===== config.mk =====
export PLATFORM = sky130hd
export DESIGN_NAME = vtpd_fifo
export DESIGN_NICKNAME = d
export VERILOG_FILES = /design/src/vtpd_fifo.sv
export SDC_FILE = /design/constraint.sdc
export NUM_CORES = 1
export LEC_CHECK = 0
export ABC_AREA = 1
export BUFFER_PORTS_ARGS = -buffer_cell sky130_fd_sc_hd__buf_2
export CORE_ASPECT_RATIO = 1.25
export CORE_UTILIZATION = 35
export CTS_BUF_LIST = sky130_fd_sc_hd__clkbuf_8 sky130_fd_sc_hd__clkbuf_16
export DETAILED_ROUTE_END_ITERATION = 16
export MAX_ROUTING_LAYER = met4
export PLACE_DENSITY = 0.52
export SLEW_MARGIN = 20
export SYNTH_ARGS = -nofsm -noshare
export SYNTH_HDL_FRONTEND = slang
export SYNTH_SLANG_ARGS = --single-unit

===== constraint.sdc =====
create_clock -name clk_i -period 3.3 [get_ports clk_i]
set_input_delay 0.66 -clock clk_i [delete_from_list [all_inputs] [get_ports clk_i]]
set_output_delay 0.66 -clock clk_i [all_outputs]
set_load 0.01 [all_outputs]

===== src/vtpd_fifo.sv =====
// small show-ahead queue between the transform front end and the divide back end
`timescale 1ns / 1ps
`default_nettype none

module vtpd_fifo #(
  parameter int unsigned WIDTH = 8,
  parameter int unsigned DEPTH = 4
) (
  input  wire logic             clk_i,
  input  wire logic             rst_ni,
  input  wire logic             wr_en_i,
  input  wire logic [WIDTH-1:0] wdata_i,
  output logic                  full_o,
  input  wire logic             rd_en_i,
  output logic      [WIDTH-1:0] rdata_o,
  output logic                  empty_o
);

  localparam int unsigned PTR_W = (DEPTH > 1) ? $clog2(DEPTH) : 1;
  localparam int unsigned CNT_W = $clog2(DEPTH + 1);

  logic [WIDTH-1:0] mem_q [DEPTH];
  logic [PTR_W-1:0] wptr_q, wptr_d, rptr_q, rptr_d;
  logic [CNT_W-1:0] cnt_q, cnt_d;
  logic             do_wr, do_rd;

  assign full_o  = (cnt_q == CNT_W'(DEPTH));
  assign empty_o = (cnt_q == '0);
  assign do_wr   = wr_en_i && !full_o;
  assign do_rd   = rd_en_i && !empty_o;
  assign rdata_o = mem_q[rptr_q];

  always_comb begin
    wptr_d = wptr_q;
    rptr_d = rptr_q;
    cnt_d  = cnt_q;
    if (do_wr) begin
      wptr_d = (wptr_q == PTR_W'(DEPTH - 1)) ? '0 : wptr_q + 1'b1;
    end
    if (do_rd) begin
      rptr_d = (rptr_q == PTR_W'(DEPTH - 1)) ? '0 : rptr_q + 1'b1;
    end
    if (do_wr && !do_rd) begin
      cnt_d = cnt_q + 1'b1;
    end else if (do_rd && !do_wr) begin
      cnt_d = cnt_q - 1'b1;
    end
  end

  always_ff @(posedge clk_i or negedge rst_ni) begin
    if (!rst_ni) begin
      wptr_q <= '0;
      rptr_q <= '0;
      cnt_q  <= '0;
    end else begin
      wptr_q <= wptr_d;
      rptr_q <= rptr_d;
      cnt_q  <= cnt_d;
    end
  end

  always_ff @(posedge clk_i) begin
    if (do_wr) begin
      mem_q[wptr_q] <= wdata_i;
    end
  end

endmodule

`default_nettype wire


==> impl_metrics.json <==
{
  "clkLatencyLatePin_ns": 0.28,
  "grt_pass1_vias": 1085,
  "initial_core_util_pct": 36.7,
  "grt.overflow.total": 0,
  "max_slew_margin_pct": 39.6,
  "r2r_start": "cnt_q[0]",
  "yosys_warnings": 0,
  "wire_per_inst_um": 11.9,
  "cts_tree": "done",
  "fin_util_pct": 41.5,
  "path_class": "reg2out",
  "h-tree-depth": 2,
  "critPathMaxStageDelay_ns": 0.61,
  "r2r-end": "cnt_q[1]",
  "core_area_mm2": 0.00480,
  "clk_pin_slew_ns": 0.07,
  "yosysTopAreaCell": "edfxtp_1",
  "synthCells": 154,
  "cts_root_buf": "clkbuf_8",
  "start_kind": "flip-flop",
  "syn_area_mm2": 0.00176,
  "end_kind": "output port",
  "num_rows": 28,
  "status": "completed",
  "grt_max_degree": 36,
  "tns_ns": 0,
  "drc": 0,
  "vias_per_cell": 4.44,
  "grt.total_usage_pct": 13.2,
  "cp.arrival_ns": 1.56,
  "slew_viol_final": 0,
  "crit_fanout": 11,
  "synth_area_leaders": "edfxtp_1 55%, dfrtp_1 10%, nand2_1 8.1%, inv_1 6.6%, o211ai_1 6.4%",
  "finalSetupViolCount": 0,
  "numPortBuffers": 21,
  "tightestPinTransition_ns": 0.902,
  "diodes": 0,
  "drtIter0Drc": 29,
  "crit_path_end": "rdata_o[7]",
  "grt_antenna_before_repair": 0,
  "synth.distinct_cells": 16,
  "hpwl_um": 1960,
  "grt_pass1_wl_um": 4920,
  "die_h_um": 81.3,
  "die_x_um": 65.4,
  "max_freq_mhz": 450,
  "synth_seq_cells": 39,
  "dieArea_mm2": 0.00532,
  "max_cap_viol_count": 0,
  "nets": 196,
  "gp_congestion": 0.733,
  "finalWorstSetupSlack_ns": 1.08,
  "clock_sinks": 39,
  "r2r_slack_ns": 1.44,
  "cts_resized": 0,
  "syn_avg_cell_area_um2": 11.4,
  "postCtsSetupRepairBufs": 0,
  "crit_slowest_cell": "dfrtp_1",
  "finClkSkew_ns": 0.00545,
  "ir_worst_vdd_mv": 0.481,
  "dp_slack_ns": 1.15,
  "ant_nets": 0,
  "clk_path_buf_depth": 2,
  "dr.pass1.iters": 4,
  "syn2layout_area_growth_pct": 13.2,
  "synth_top_area_share_pct": 54.6,
  "r2r_cells": 9,
  "min_period_ns": 2.22,
  "synth_fp_nets": 173,
  "numCtsBuffers": 5,
  "cp_data_required_time_ns": 2.64,
  "hold_path.class": "in2async",
  "vias": 1056,
  "yosysSeqAreaShare_pct": 64.6,
  "critPathLaunch": "rptr_q[1]",
  "powerDensity_mw_per_mm2": 862,
  "finalHoldViolCount": 0,
  "finalWirelength_um": 2840,
  "drive_gt1_share_pct": 18.0,
  "hold_buffers": 0,
  "fin_crit_sh_pct": 67.3,
  "n_fill_cell": 451,
  "rsz0062_at_grt": "false",
  "worstPathCellList": "inv_1 > o211ai_1 > nand2_1 > buf_2",
  "io_pins": 22,
  "power_leakage_nw": 0.885
}
-- layout make-up --
| class | instances | area [um^2] | share of cell area, % |
|---|---|---|---|
| clock buffer | 5 | 68.8 | 3.45 |
| tap | 60 | 75.1 | 3.77 |
| clock inverter | 3 | 38.8 | 1.95 |
| timing repair buffer | 21 | 105 | 5.28 |
| inverter | 32 | 120 | 6.03 |
| multi-input combinational | 78 | 447 | 22.4 |
| sequential | 39 | 1140 | 57.1 |
-- state kept, by name, indices dropped and copies added (netlist names) --
register	cells
cnt_q	3
mem_q	32
rptr_q	2
wptr_q	2
-- metrics by stage --
step,instances,area (um^2),total power [W],hold slack (ns)
global placement,230,1880,0.00135,0.479
finish,238,1990,0.00172,0.197
detailed placement,230,1880,0.00137,0.493
floorplan,154,1760,0.00122,0.364
CTS,238,1990,0.00174,0.195
global route,238,1990,0.00187,0.194
-- layer usage --
layer  track usage [%]  share of wire (%)
met3              4.49                3.7
met2              21.8                 51
met1              14.7                 45
met4              5.43                1.3
met5                 -                  0
-- cell usage in the layout (no fill, tap or decap) --
| cell type | count |
|---|---|
| buf_2 | 21 |
| bufinv_16 | 1 |
| clkbuf_8 | 5 |
| clkinv_1 | 1 |
| clkinv_2 | 1 |
| dfrtp_1 | 6 |
| dfrtp_2 | 1 |
| edfxtp_1 | 32 |
| fa_1 | 1 |
| ha_1 | 6 |
| inv_1 | 31 |
| inv_2 | 1 |
| nand2_1 | 38 |
| nand2_2 | 1 |
| nand3_1 | 7 |
| nand4_1 | 1 |
| nor2_1 | 6 |
| o211ai_1 | 15 |
| o211ai_2 | 1 |
| o21ai_0 | 1 |
| xnor2_1 | 1 |
-- worst min-delay path by stage --
stage	depth (start not counted)	to	from
floorplan	0	cnt_q[0]	rst_ni
global placement	2	cnt_q[2]	cnt_q[2]
detailed placement	2	cnt_q[2]	cnt_q[2]
CTS	1	cnt_q[2]	rst_ni
global route	1	cnt_q[2]	rst_ni
finish	1	cnt_q[2]	rst_ni
-- cell usage after synthesis (all sizes together) --
cell type / instances
xnor2: 1
o21ai: 1
nand2: 39
nor2: 6
nand4: 1
nand3: 7
fa: 1
ha: 6
buf: 5
edfxtp: 32
inv: 32
dfrtp: 7
o211ai: 16
-- power breakdown --
| group | total (W) | switching [W] | internal (W) | leakage [nW] |
|---|---|---|---|---|
| sequential | 0.000789 | 0.000127 | 0.000663 | 0.377 |
| clock | 0.000373 | 0.000152 | 0.000221 | 0.0556 |
| combinational | 0.000555 | 0.000330 | 0.000225 | 0.452 |
| total | 0.00172 | 0.000609 | 0.00111 | 0.885 |
-- critical path: cells and delay by family (launching register included) --
kind / cells / cell delay [ns]
AOI/OAI and AO/OA: 1 / 0.17
buffers and inverters: 2 / 0.42
DFF: 1 / 0.61
and+or+nand+nor: 1 / 0.08
-- kinds of logic after synthesis --
family / share of synthesized area [%]
buf+inv: 10.0
simple gates: 12.1
fa+ha+maj: 5.41
xor+xnor: 0.498
flops: 64.6
compound gates: 7.40
(Power assumes the default switching activity.)
